$ cat src/hw/rtl/ctm_pkg.sv
package ctm_pkg;

  localparam int unsigned TableDepthDefault = 16;
  localparam int unsigned MaxMatches        = 16;
  localparam int unsigned MatchCntW         = $clog2(MaxMatches + 1);
  localparam int unsigned RemovedMax        = 31;

  localparam logic [1:0] DomStar    = 2'h1;
  localparam logic [1:0] DowStar    = 2'h2;
  localparam logic [7:0] SundayBits = 8'h81;

  typedef enum logic [1:0] {
    KIND_INSERT = 2'd0,
    KIND_DELETE = 2'd1,
    KIND_TICK   = 2'd2
  } kind_e;

  typedef enum logic [1:0] {
    RES_INSERT = 2'd0,
    RES_DELETE = 2'd1,
    RES_MATCH  = 2'd2
  } res_kind_e;

  typedef enum logic [1:0] {
    STAT_ADDED     = 2'd0,
    STAT_DUPLICATE = 2'd1,
    STAT_FULL      = 2'd2
  } status_e;

  typedef enum logic [1:0] {
    S_IDLE,
    S_SCAN,
    S_RESP,
    S_DRAIN
  } state_e;

  typedef struct packed {
    logic [1:0]  kind;
    logic [23:0] object_id;
    logic [15:0] attribute_id;
    logic        any_attribute;
    logic [59:0] minute_mask;
    logic [23:0] hour_mask;
    logic [30:0] day_mask;
    logic [11:0] month_mask;
    logic [7:0]  weekday_mask;
    logic [1:0]  star_flags;
    logic [22:0] tick_time;
  } in_item_t;

  typedef struct packed {
    logic [1:0]  result_kind;
    logic [1:0]  status;
    logic [4:0]  removed_count;
    logic [23:0] match_object;
    logic [15:0] match_attribute;
    logic        last;
  } out_item_t;

  typedef struct packed {
    logic [23:0] object;
    logic [15:0] attribute;
    logic [59:0] minutes;
    logic [23:0] hours;
    logic [30:0] days;
    logic [11:0] months;
    logic [7:0]  weekdays;
    logic [1:0]  stars;
  } slot_t;

  typedef struct packed {
    logic dup;
    logic del_hit;
    logic tick_hit;
  } cmp_t;

  function automatic slot_t make_slot(in_item_t item);
    slot_t s;
    logic [7:0] wd;
    wd = item.weekday_mask;
    if ((wd & SundayBits) != 8'h00) begin
      wd = wd | SundayBits;
    end
    s.object    = item.object_id;
    s.attribute = item.attribute_id;
    s.minutes   = item.minute_mask;
    s.hours     = item.hour_mask;
    s.days      = item.day_mask;
    s.months    = item.month_mask;
    s.weekdays  = wd;
    s.stars     = item.star_flags;
    return s;
  endfunction

endpackage

$ cat src/hw/rtl/ctm_if.sv
interface ctm_in_if;
  import ctm_pkg::*;
  logic     valid;
  logic     ready;
  in_item_t payload;
  modport source (output valid, output payload, input ready);
  modport sink (input valid, input payload, output ready);
endinterface

interface ctm_out_if;
  import ctm_pkg::*;
  logic      valid;
  logic      ready;
  out_item_t payload;
  modport source (output valid, output payload, input ready);
  modport sink (input valid, input payload, output ready);
endinterface

$ cat src/hw/rtl/ctm_ram.sv
module ctm_ram #(
  parameter int unsigned WIDTH  = 8,
  parameter int unsigned DEPTH  = 16,
  parameter int unsigned ADDR_W = (DEPTH > 1) ? $clog2(DEPTH) : 1
) (
  input  logic              clk_i,
  input  logic              we_i,
  input  logic [ADDR_W-1:0] waddr_i,
  input  logic [WIDTH-1:0]  wdata_i,
  input  logic [ADDR_W-1:0] raddr_i,
  output logic [WIDTH-1:0]  rdata_o
);

  logic [WIDTH-1:0] mem_q [DEPTH];
  logic [WIDTH-1:0] rdata_q;

  always_ff @(posedge clk_i) begin
    if (we_i) begin
      mem_q[waddr_i] <= wdata_i;
    end
    rdata_q <= mem_q[raddr_i];
  end

  assign rdata_o = rdata_q;

endmodule

$ cat src/hw/rtl/ctm_cmp.sv
module ctm_cmp (
  input  ctm_pkg::slot_t    slot_i,
  input  ctm_pkg::in_item_t item_i,
  output ctm_pkg::cmp_t     res_o
);
  import ctm_pkg::*;

  logic [5:0]  minute;
  logic [4:0]  hour;
  logic [4:0]  day;
  logic [3:0]  month;
  logic [2:0]  wday;
  logic [63:0] min_ext;
  logic [31:0] hour_ext;
  logic [31:0] day_ext;
  logic [15:0] mon_ext;
  logic [4:0]  day_idx;
  logic [3:0]  mon_idx;
  logic        dom_hit;
  logic        dow_hit;
  logic        day_ok;
  logic        starred;

  assign minute = item_i.tick_time[5:0];
  assign hour   = item_i.tick_time[10:6];
  assign day    = item_i.tick_time[15:11];
  assign month  = item_i.tick_time[19:16];
  assign wday   = item_i.tick_time[22:20];

  assign min_ext  = {4'b0, slot_i.minutes};
  assign hour_ext = {8'b0, slot_i.hours};
  assign day_ext  = {1'b0, slot_i.days};
  assign mon_ext  = {4'b0, slot_i.months};
  assign day_idx  = day - 5'd1;
  assign mon_idx  = month - 4'd1;

  assign dom_hit = (day != 5'd0) && day_ext[day_idx];
  assign dow_hit = slot_i.weekdays[wday];
  assign starred = (slot_i.stars & (DomStar | DowStar)) != 2'b00;
  assign day_ok  = starred ? (dom_hit && dow_hit) : (dom_hit || dow_hit);

  assign res_o.tick_hit = min_ext[minute] && hour_ext[hour] && (month != 4'd0) &&
                          mon_ext[mon_idx] && day_ok;
  assign res_o.dup      = (slot_i == make_slot(item_i));
  assign res_o.del_hit  = (slot_i.object == item_i.object_id) &&
                          (item_i.any_attribute || (slot_i.attribute == item_i.attribute_id));

endmodule

$ cat src/hw/rtl/cron_entry_table_matcher.sv
// Cron entry table with TABLE_DEPTH slots held in one RAM, oldest entry at
// address 0, kept compacted.
// in_i carries items: insert, delete or minute tick. out_o carries results:
// one status for an insert, one removed count for a delete, and one item per
// matching entry for a tick, newest first, at most 16, last set on the final
// one. A tick with no match, or with events disabled, and an unknown kind
// give no result. cfg_we_i/cfg_wdata_i write the events enable bit.
// One item is taken at a time: each item scans the stored entries through a
// single read port and one shared compare unit, one slot per cycle while no
// receiver stall holds a tick with several matches. The next item is taken
// only after the scan of the last one has ended and its final result, if
// any, has been registered.
// An insert writes the new slot when its status leaves; a delete writes kept
// slots down to compact the table during its scan.
// A result waits in an output register; the next item is taken while it
// waits. When the receiver stalls, a tick scan holds at the next match.
// Reset empties the table and sets events enable; no clearing pass is run.
module cron_entry_table_matcher #(
  parameter int unsigned TABLE_DEPTH = ctm_pkg::TableDepthDefault
) (
  input  logic             clk_i,
  input  logic             rst_ni,
  input  logic             cfg_we_i,
  input  logic             cfg_wdata_i,
  ctm_in_if.sink           in_i,
  ctm_out_if.source        out_o
);
  import ctm_pkg::*;

  localparam int unsigned AW = (TABLE_DEPTH > 1) ? $clog2(TABLE_DEPTH) : 1;
  localparam int unsigned CW = $clog2(TABLE_DEPTH + 1);
  localparam int unsigned RW = (CW > 5) ? CW : 5;
  localparam int unsigned SW = $bits(slot_t);

  state_e                 state_q, state_d;
  in_item_t               item_q, item_d;
  logic                   en_q;
  logic [CW-1:0]          cnt_q, cnt_d;
  logic [CW-1:0]          step_q, step_d;
  logic [CW-1:0]          keep_q, keep_d;
  logic                   ev_v_q, ev_v_d;
  logic [AW-1:0]          ev_addr_q, ev_addr_d;
  logic                   dup_q, dup_d;
  logic [MatchCntW-1:0]   nmatch_q, nmatch_d;
  logic                   pend_v_q, pend_v_d;
  logic [23:0]            pend_obj_q, pend_obj_d;
  logic [15:0]            pend_attr_q, pend_attr_d;
  logic                   out_v_q, out_v_d;
  out_item_t              out_q, out_d;

  logic                   in_ready;
  logic                   out_free;
  logic                   is_tick;
  logic                   more;
  logic                   take;
  logic                   stall;
  logic                   scan_end;
  logic                   full;
  logic [CW-1:0]          down_pos;
  logic [AW-1:0]          scan_addr;
  logic [CW-1:0]          removed;
  logic [RW-1:0]          removed_w;
  logic [4:0]             removed_sat;

  logic                   ram_we;
  logic [AW-1:0]          ram_waddr;
  slot_t                  ram_wdata;
  logic [AW-1:0]          ram_raddr;
  logic [SW-1:0]          ram_rdata;
  slot_t                  rslot;
  cmp_t                   cmp;

  ctm_ram #(
    .WIDTH  (SW),
    .DEPTH  (TABLE_DEPTH),
    .ADDR_W (AW)
  ) u_ram (
    .clk_i   (clk_i),
    .we_i    (ram_we),
    .waddr_i (ram_waddr),
    .wdata_i (ram_wdata),
    .raddr_i (ram_raddr),
    .rdata_o (ram_rdata)
  );

  assign rslot = slot_t'(ram_rdata);

  ctm_cmp u_cmp (
    .slot_i (rslot),
    .item_i (item_q),
    .res_o  (cmp)
  );

  assign out_free  = !out_v_q || out_o.ready;
  assign is_tick   = (item_q.kind == KIND_TICK);
  assign more      = (step_q != cnt_q);
  assign take      = ev_v_q && cmp.tick_hit && (nmatch_q != MatchCntW'(MaxMatches));
  assign stall     = is_tick && take && pend_v_q && !out_free;
  assign scan_end  = (!ev_v_q && !more) ||
                     (is_tick && (nmatch_q == MatchCntW'(MaxMatches)));
  assign full      = (cnt_q == CW'(TABLE_DEPTH));
  assign down_pos  = cnt_q - step_q - CW'(1);
  assign scan_addr = is_tick ? down_pos[AW-1:0] : step_q[AW-1:0];
  assign removed   = cnt_q - keep_q;
  assign removed_w = RW'(removed);
  assign removed_sat = (removed_w > RW'(RemovedMax)) ? 5'(RemovedMax) : removed_w[4:0];

  always_comb begin
    state_d = state_q;
    case (state_q)
      S_IDLE: begin
        if (in_i.valid) begin
          case (in_i.payload.kind)
            KIND_INSERT, KIND_DELETE: state_d = S_SCAN;
            KIND_TICK:                state_d = en_q ? S_SCAN : S_IDLE;
            default:                  state_d = S_IDLE;
          endcase
        end
      end
      S_SCAN: begin
        if (scan_end) begin
          if (is_tick) begin
            state_d = pend_v_q ? S_DRAIN : S_IDLE;
          end else begin
            state_d = S_RESP;
          end
        end
      end
      S_RESP, S_DRAIN: begin
        if (out_free) begin
          state_d = S_IDLE;
        end
      end
      default: state_d = S_IDLE;
    endcase
  end

  always_comb begin
    in_ready    = 1'b0;
    item_d      = item_q;
    cnt_d       = cnt_q;
    step_d      = step_q;
    keep_d      = keep_q;
    ev_v_d      = ev_v_q;
    ev_addr_d   = ev_addr_q;
    dup_d       = dup_q;
    nmatch_d    = nmatch_q;
    pend_v_d    = pend_v_q;
    pend_obj_d  = pend_obj_q;
    pend_attr_d = pend_attr_q;
    out_v_d     = out_v_q && !out_o.ready;
    out_d       = out_q;
    ram_we      = 1'b0;
    ram_waddr   = keep_q[AW-1:0];
    ram_wdata   = rslot;
    ram_raddr   = ev_addr_q;
    case (state_q)
      S_IDLE: begin
        in_ready = 1'b1;
        if (in_i.valid) begin
          item_d   = in_i.payload;
          step_d   = '0;
          keep_d   = '0;
          ev_v_d   = 1'b0;
          dup_d    = 1'b0;
          nmatch_d = '0;
          pend_v_d = 1'b0;
        end
      end
      S_SCAN: begin
        if (!stall) begin
          ram_raddr = scan_addr;
          ev_addr_d = scan_addr;
          ev_v_d    = more;
          if (more) begin
            step_d = step_q + CW'(1);
          end
        end
        if (ev_v_q) begin
          case (item_q.kind)
            KIND_INSERT: dup_d = dup_q | cmp.dup;
            KIND_DELETE: begin
              if (!cmp.del_hit) begin
                ram_we = 1'b1;
                keep_d = keep_q + CW'(1);
              end
            end
            KIND_TICK: begin
              if (take && !stall) begin
                if (pend_v_q) begin
                  out_v_d               = 1'b1;
                  out_d                 = '0;
                  out_d.result_kind     = RES_MATCH;
                  out_d.match_object    = pend_obj_q;
                  out_d.match_attribute = pend_attr_q;
                end
                pend_v_d    = 1'b1;
                pend_obj_d  = rslot.object;
                pend_attr_d = rslot.attribute;
                nmatch_d    = nmatch_q + MatchCntW'(1);
              end
            end
            default: ;
          endcase
        end
      end
      S_RESP: begin
        if (out_free) begin
          out_v_d    = 1'b1;
          out_d      = '0;
          out_d.last = 1'b1;
          case (item_q.kind)
            KIND_INSERT: begin
              out_d.result_kind = RES_INSERT;
              if (dup_q) begin
                out_d.status = STAT_DUPLICATE;
              end else if (full) begin
                out_d.status = STAT_FULL;
              end else begin
                out_d.status = STAT_ADDED;
                ram_we       = 1'b1;
                ram_waddr    = cnt_q[AW-1:0];
                ram_wdata    = make_slot(item_q);
                cnt_d        = cnt_q + CW'(1);
              end
            end
            KIND_DELETE: begin
              out_d.result_kind   = RES_DELETE;
              out_d.removed_count = removed_sat;
              cnt_d               = keep_q;
            end
            default: out_v_d = out_v_q && !out_o.ready;
          endcase
        end
      end
      S_DRAIN: begin
        if (out_free) begin
          out_v_d               = 1'b1;
          out_d                 = '0;
          out_d.result_kind     = RES_MATCH;
          out_d.match_object    = pend_obj_q;
          out_d.match_attribute = pend_attr_q;
          out_d.last            = 1'b1;
          pend_v_d              = 1'b0;
        end
      end
      default: ;
    endcase
  end

  always_ff @(posedge clk_i or negedge rst_ni) begin
    if (!rst_ni) begin
      state_q  <= S_IDLE;
      en_q     <= 1'b1;
      cnt_q    <= '0;
      step_q   <= '0;
      keep_q   <= '0;
      ev_v_q   <= 1'b0;
      dup_q    <= 1'b0;
      nmatch_q <= '0;
      pend_v_q <= 1'b0;
      out_v_q  <= 1'b0;
    end else begin
      state_q  <= state_d;
      if (cfg_we_i) begin
        en_q <= cfg_wdata_i;
      end
      cnt_q    <= cnt_d;
      step_q   <= step_d;
      keep_q   <= keep_d;
      ev_v_q   <= ev_v_d;
      dup_q    <= dup_d;
      nmatch_q <= nmatch_d;
      pend_v_q <= pend_v_d;
      out_v_q  <= out_v_d;
    end
  end

  always_ff @(posedge clk_i) begin
    item_q      <= item_d;
    ev_addr_q   <= ev_addr_d;
    pend_obj_q  <= pend_obj_d;
    pend_attr_q <= pend_attr_d;
    out_q       <= out_d;
  end

  assign in_i.ready    = in_ready;
  assign out_o.valid   = out_v_q;
  assign out_o.payload = out_q;

endmodule

$ cat src/flat_wrapper.sv
// flat-port wrapper written by rule: the top's interface ports become plain ports
module cron_entry_table_matcher_flat import ctm_pkg::*;
#(
  parameter int unsigned TABLE_DEPTH = ctm_pkg::TableDepthDefault
)
  (clk_i, rst_ni, cfg_we_i, cfg_wdata_i, in_i_valid, in_i_payload, in_i_ready, out_o_valid, out_o_payload, out_o_ready);
  ctm_in_if in_i_i ();
  ctm_out_if out_o_i ();
  input  logic clk_i;
  input  logic rst_ni;
  input  logic cfg_we_i;
  input  logic cfg_wdata_i;
  input wire logic [$bits(in_i_i.valid)-1:0] in_i_valid;
  input wire logic [$bits(in_i_i.payload)-1:0] in_i_payload;
  output wire logic [$bits(in_i_i.ready)-1:0] in_i_ready;
  output wire logic [$bits(out_o_i.valid)-1:0] out_o_valid;
  output wire logic [$bits(out_o_i.payload)-1:0] out_o_payload;
  input wire logic [$bits(out_o_i.ready)-1:0] out_o_ready;
  assign in_i_i.valid = in_i_valid;
  assign in_i_i.payload = in_i_payload;
  assign in_i_ready = in_i_i.ready;
  assign out_o_valid = out_o_i.valid;
  assign out_o_payload = out_o_i.payload;
  assign out_o_i.ready = out_o_ready;
  cron_entry_table_matcher #(.TABLE_DEPTH(TABLE_DEPTH)) u_core (.clk_i(clk_i), .rst_ni(rst_ni), .cfg_we_i(cfg_we_i), .cfg_wdata_i(cfg_wdata_i), .in_i(in_i_i), .out_o(out_o_i));
endmodule
$ cat config.mk
export PLATFORM = sky130hd
export DESIGN_NAME = cron_entry_table_matcher_flat
export DESIGN_NICKNAME = d
export VERILOG_FILES = /design/src/hw/rtl/ctm_pkg.sv /design/src/hw/rtl/ctm_if.sv /design/src/hw/rtl/ctm_ram.sv /design/src/hw/rtl/ctm_cmp.sv /design/src/hw/rtl/cron_entry_table_matcher.sv /design/src/flat_wrapper.sv
export SDC_FILE = /design/constraint.sdc
export NUM_CORES = 2
export LEC_CHECK = 0
export BUFFER_PORTS_ARGS = -buffer_cell sky130_fd_sc_hd__buf_4
export CELL_PAD_IN_SITES_DETAIL_PLACEMENT = 1
export CELL_PAD_IN_SITES_GLOBAL_PLACEMENT = 1
export CORE_UTILIZATION = 32
export CTS_BUF_LIST = sky130_fd_sc_hd__clkbuf_8
export CTS_CLUSTER_SIZE = 40
export DETAILED_ROUTE_END_ITERATION = 8
export PLACE_DENSITY_LB_ADDON = 0.1
export SLEW_MARGIN = 20
export SYNTH_ARGS = -nofsm -noshare
export SYNTH_HDL_FRONTEND = slang
export SYNTH_SLANG_ARGS = --single-unit
$ cat constraint.sdc
create_clock -name clk_i -period 13.46 [get_ports clk_i]
set_input_delay 2.692 -clock clk_i [delete_from_list [all_inputs] [get_ports clk_i]]
set_output_delay 2.692 -clock clk_i [all_outputs]
set_load 0.05 [all_outputs]
# Yosys cells after proc, flatten, opt, wreduce, memory -nomap -nowiden
# Memory sizes are Yosys's and may differ from the RTL's. A register that Yosys moved wholly into a read port is not among the register bits.
# Cells that the tools add are included.
# op_classes
add_sub_neg	9
magnitude_cmp	6
eq_ne	30
n_mux	91
bitwise_logic	1
n_reduce_logical	51
# ops
cell	count
$mux 177	5
$mux 50	6
$eq 177x177->1	1
$pmux 50 s3	1
$mux 5	13
$pmux 5 s2	4
$mux 1	33
$mux 4	8
$eq 24x24->1	1
$ne 2x1->1 const B	11
$add 5x1->5 const B	4
$eq 16x16->1	1
$logic_and 1x1->1	16
$mux 2	8
$reduce_and 5->1	3
$lt 5x6->1 const B	2
$reduce_and 4->1	3
$bmux 1 s5	2
$eq 5x5->1 const B	2
$ne 2x2->1 const B	5
$eq 2x2->1 const B	4
$mux 8	1
$reduce_bool 8->1	1
$sub 4x1->4 const B	2
30 further kinds	51
# totals
reg_bits	324
mem_bits_rw	2832
out_inout_bits	52
memories	1
# memory_table
memory	depth	width	read_ports	rd_ports_with_merged_regs	wr	line	text
u_core.u_ram.mem_q	16	177	1	1	1	ctm_ram.sv:14	logic [WIDTH-1:0] mem_q [DEPTH];

# Longest topological paths before layout
# logic_depth
depth_word	18
mapped_depth	18
depth_no_buf	12

# By module
# A second synthesis with hierarchy kept.
# unflattened
cells_unflattened	6205
area_unflattened_um2	127000.6
# by_module_without_submodules
module	n_inst	cells_each	area_per_inst_um2	seq_area_each_um2
ctm_ram	1	4629	109949.2	88585.0
cron_entry_table_matcher	1	1196	13701.9	9555.4
ctm_cmp	1	380	3349.5	0.0

# Least setup slack after synthesis
# Ideal clock, no wire load.
# synth_path
path_kind	input to register
start	input out_o_ready
end	memory u_core.u_ram.mem_q[12][0] (netlist bit) (enable)
t_arrival_ns	11.130
setup_slack_ns	1.612
cell_stages	7
path_buffers	1
path_cell_list	nor2b_1 nor2_1 and2_1 clkbuf_1 o21ai_0 nand3_1 nor2_1
# synth_via
elab_chain_cells	5
elab_cells_between_ends	7
cone_classes	mux: 6; reduce/logical: 1
# synth_lines
item	line	text
start: declaration	flat_wrapper.sv:18	input wire logic [$bits(out_o_i.ready)-1:0] out_o_ready;
$logic_or 1x1->1 *	cron_entry_table_matcher.sv:94	assign out_free = !out_v_q || out_o.ready;
$mux 1	cron_entry_table_matcher.sv:208	if (out_free) begin
$pmux 1 s2	cron_entry_table_matcher.sv:157	case (state_q)
$mux 1	ctm_ram.sv:18	if (we_i) begin
$mux 1 (implied by the code)	ctm_ram.sv:19	mem_q[waddr_i] <= wdata_i;
end: declaration	ctm_ram.sv:14	
# Every way passes the cells marked *; elsewhere a longest branch is shown, timed or not.

# Final worst setup path
# layout_path
start	register u_core.item_q[11] (netlist bit)
end	register u_core.u_ram.rdata_q[117], in the netlist u_core.u_ram.rdata_o[117] (read register of u_core.u_ram.mem_q)
# layout_via
elab_chain_cells	14
elab_cells_between_ends	16
cone_classes	add/sub: 1; mux: 5; reduce/logical: 10
# layout_lines
item	line	text
start: declaration	cron_entry_table_matcher.sv:36	in_item_t item_q, item_d;
start signal: assignment	cron_entry_table_matcher.sv:280	item_q <= item_d;
$sub 5x1->5	ctm_cmp.sv:34	assign day_idx = day - 5'd1;
$bmux 1 s5	ctm_cmp.sv:37	assign dom_hit = (day != 5'd0) && day_ext[day_idx];
$mux 1 (implied by the code)	ctm_cmp.sv:37	
$logic_and 1x1->1 *	ctm_cmp.sv:37	
$logic_or 1x1->1 / $logic_and 1x1->1 (equally long branches)	ctm_cmp.sv:40	assign day_ok = starred ? (dom_hit && dow_hit) : (dom_hit || dow_hit);
$mux 1 *	ctm_cmp.sv:40	
$logic_and 1x1->1 *	ctm_cmp.sv:43	mon_ext[mon_idx] && day_ok;
$logic_and 1x1->1 * (2 in series)	cron_entry_table_matcher.sv:97	assign take = ev_v_q && cmp.tick_hit && (nmatch_q != MatchCntW'(MaxMatches));
$logic_and 1x1->1 * (3 in series)	cron_entry_table_matcher.sv:98	assign stall = is_tick && take && pend_v_q && !out_free;
$mux 4 *	cron_entry_table_matcher.sv:171	if (!stall) begin
$mux 4 *	cron_entry_table_matcher.sv:157	
end: declaration	ctm_ram.sv:15	logic [WIDTH-1:0] rdata_q;
# Every way passes the cells marked *; elsewhere a longest branch is shown, timed or not. The select of a mux whose other input is x is not followed.
# A chain may end at the register's enable or synchronous reset.

==> results.yml <==
clock_network:
  clkLatencyLatePin_ns: 1.20
  clock-sinks: 3333
  cts_tree: "yes"
  clockRootBuffer: "clkbuf_8"
  cts-resized-gates: 0
  clock_path_buffers: 4
  hold_buffers: 0
  cts-htree-levels: 6
  post-cts-setup-buffers: 0
  cts_made_buffers: 605
  path_clk_slew_ns: 0.06
power:
  pwr-share-clk: 0.274
  comb_power_share: 0.291
  seqPwrFrac: 0.435
  p_leak_nw: 49.0
  powerDensity_mw_per_mm2: 222
  ir_worst_vdd_mv: 0.496
  intPower_w: 0.0210
  total_power_w: 0.0326
  p_sw_w: 0.0116
  p_sw_frac: 0.355
timing:
  worst_pin_slew_ns: 1.31
  setup-tns-final_ns: 0
  fin_hold_ws_ns: 0.486
  finalMaxSlewViolations: 0
  final.setup_skew_ns: 0.0638
  relSlewSlack: 0.128
  layout_min_cycle_time_ns: 7.75
  fmax_mhz: 129
  finalCritPeriodShare: 0.576
  setup_viol: 0
  grt_setup_unrepaired: "no"
  hold_viol: 0
finish:
  syn2layout_area_growth_pct: 15.3
  fillCellCount: 39253
  final_net_count: 8106
  layout_common_cells: "edfxtp_1 (3125), mux2i_1 (1432), o22ai_1 (713), clkbuf_8 (652), nand2_1 (549)"
  register_area_mm2: 0.0981
  multi_input_area_mm2: 0.0274
  stdcell_count: 13622
  drive_gt1_frac: 0.148
  layout_commonest_cell: "edfxtp_1"
grt:
  grt_max_degree: 128
  grt_pass1_wl_um: 585000
  grtUsageTotal: 0.207
  antenna_found_initial: 17
  grt_pass1_vias: 73609
  grt_overflow: 0
floorplanning:
  start_util: 0.322
  die-area_mm2: 0.401
  core_mm2: 0.396
  ios: 261
  rows: 231
  fp.dieW_um: 633
  die_y_um: 633
placement:
  gp_congestion: 0.735
  io_buffers: 260
  hpwlAfterDp_um: 221000
  placedCellCount: 12508
status:
  status: "finished, final reports clean"
setup_path:
  required_ns: 14.48
  timing.critical_path.fanout_max: 127
  endpoint_kind: "flip-flop"
  worstPathArrival_ns: 8.77
  start_kind: "flip-flop"
  crit_type: "flip-flop to flip-flop"
worst_hold_path:
  hp-class: "flip-flop to flip-flop"
flow_run:
  cap_violations: 0
route:
  firstDrtPassIters: 7
  drt_iter0_drc: 5078
  vias: 69291
  ant_nets: 0
  wl_per_cell_um: 31.2
  drt-total-wl_um: 425000
  viasPerCell: 5.09
  drc: 0
synthesis:
  netlist_instances: 7237
  ys_seq_area_frac: 0.770
  synth_area_per_cell_um2: 17.6
  synth_nets: 7470
  yosys_most_used_dff: "edfxtp_1"
  synth_cell_type_count: 72
  yosysWarnings: 0
  synthArstFlopShare: 0.00810
  synthesis.area_mm2: 0.127
  ys_ff_latch: 3333
  synth_enable_flop_cells: 3125
==> power by group through the flow <==
stage | sequential, W | combinational, W | clock (W)
after detailed placement | 0.0144 | 0.00961 | 0
after CTS | 0.0142 | 0.00965 | 0.00924
after floorplan | 0.0141 | 0.00610 | 0
final | 0.0142 | 0.00949 | 0.00895
after global routing | 0.0142 | 0.0101 | 0.00964
after global placement | 0.0144 | 0.00945 | 0
==> metal layers <==
| layer | track usage | share of wire | wire length [um] |
|---|---|---|---|
| met1 | 0.280 | 0.45 | 192000 |
| met2 | 0.355 | 0.49 | 209000 |
| met3 | 0.0256 | 0.035 | 15000 |
| met4 | 0.0475 | 0.021 | 9010 |
| met5 | 0 | 0.000047 | 20 |
==> sequential cells by signal, indices dropped and copies added, names as in the netlist, 2 cells and up <==
name and count:
u_core.keep_q 5, u_core.step_q 5, u_core.pend_attr_q 16, u_core.pend_obj_q 24
u_core.item_q 203, u_core.state_q 2, u_core.cnt_q 5, u_core.ev_addr_q 4
u_core.out_o.payload 50, u_core.nmatch_q 5, u_core.u_ram.mem_q 2832, u_core.u_ram.rdata_o 177
==> cells by family after synthesis <==
kind of cell    Yosys count  share of synthesized area
flops                  3333                      0.770
fa+ha+maj                24                    0.00247
mux                    1469                      0.118
xor+xnor                190                     0.0132
compound gates          827                     0.0413
simple gates            980                     0.0378
buf+inv                 414                     0.0172
==> critical path, cell delays in order (launching register included) <==
cell      delay (ns)
edfxtp_1        0.75
inv_1           0.14
ha_1            0.33
xor2_4          0.46
mux4_2          0.59
mux2_2          0.28
a22o_1          0.20
a211o_2         0.37
a41oi_4         0.92
mux2_8          1.04
buf_12          0.68
buf_4           0.63
mux2i_1         0.26
o22ai_1         0.09
or4_1           0.55
==> final cells by class <==
type / count / area share
Sequential cell: 3333 / 0.668
Clock inverter: 454 / 0.0153
Tap cell: 5242 / 0.0446
Timing Repair Buffer: 407 / 0.0241
Inverter: 36 / 0.000971
Multi-Input combinational cell: 3490 / 0.186
Clock buffer: 652 / 0.0611
Antenna cell: 8 / 0.000136
==> synthesized netlist by cell type (12+ instances only) <==
cell type | n | area (um^2)
a21oi_1 | 21 | 105
and2_1 | 44 | 275
buf_2 | 205 | 1030
buf_4 | 35 | 263
buf_6 | 34 | 383
clkbuf_1 | 95 | 357
dfrtp_1 | 26 | 651
dfxtp_1 | 181 | 3620
edfxtp_1 | 3125 | 93800
ha_1 | 22 | 275
inv_1 | 36 | 135
mux2_2 | 12 | 135
mux2i_1 | 1432 | 14300
mux4_2 | 24 | 541
nand2_1 | 550 | 2060
nand3_1 | 21 | 105
nand4_1 | 34 | 213
nor2_1 | 63 | 236
nor2b_1 | 12 | 75.1
nor3_1 | 16 | 80.1
nor4_1 | 29 | 181
o21ai_0 | 36 | 180
o22ai_1 | 713 | 4460
or4_1 | 177 | 1330
xnor2_1 | 116 | 1020
xor2_1 | 73 | 639
==> metrics by stage <==
stage | worst slack [ns] | instance area, um^2 | utilization
global placement | 5.46 | 136000 | 0.342
detailed placement | 5.58 | 136000 | 0.343
CTS | 5.61 | 147000 | 0.371
floorplan | 1.61 | 127000 | -
finish | 5.71 | 147000 | 0.371
global route | 5.29 | 147000 | 0.371
==> worst paths after layout <==
kind / start / to / slack [ns] / cells after the start
worst min-delay path: u_core.u_ram.rdata_o[137] / u_core.pend_attr_q[0] / 0.49 / 0
worst max-delay path: u_core.item_q[11] / u_core.u_ram.rdata_o[117] / 5.71 / 14
worst max register to register: u_core.item_q[11] / u_core.u_ram.rdata_o[117] / 5.71 / 14
worst min register to register: u_core.u_ram.rdata_o[137] / u_core.pend_attr_q[0] / 0.49 / 0
min in group asynchronous: rst_ni / u_core.keep_q[0] / 1.46 / 1
max in group asynchronous: rst_ni / u_core.en_q / 11.67 / 1
(Power assumes the default switching activity.)
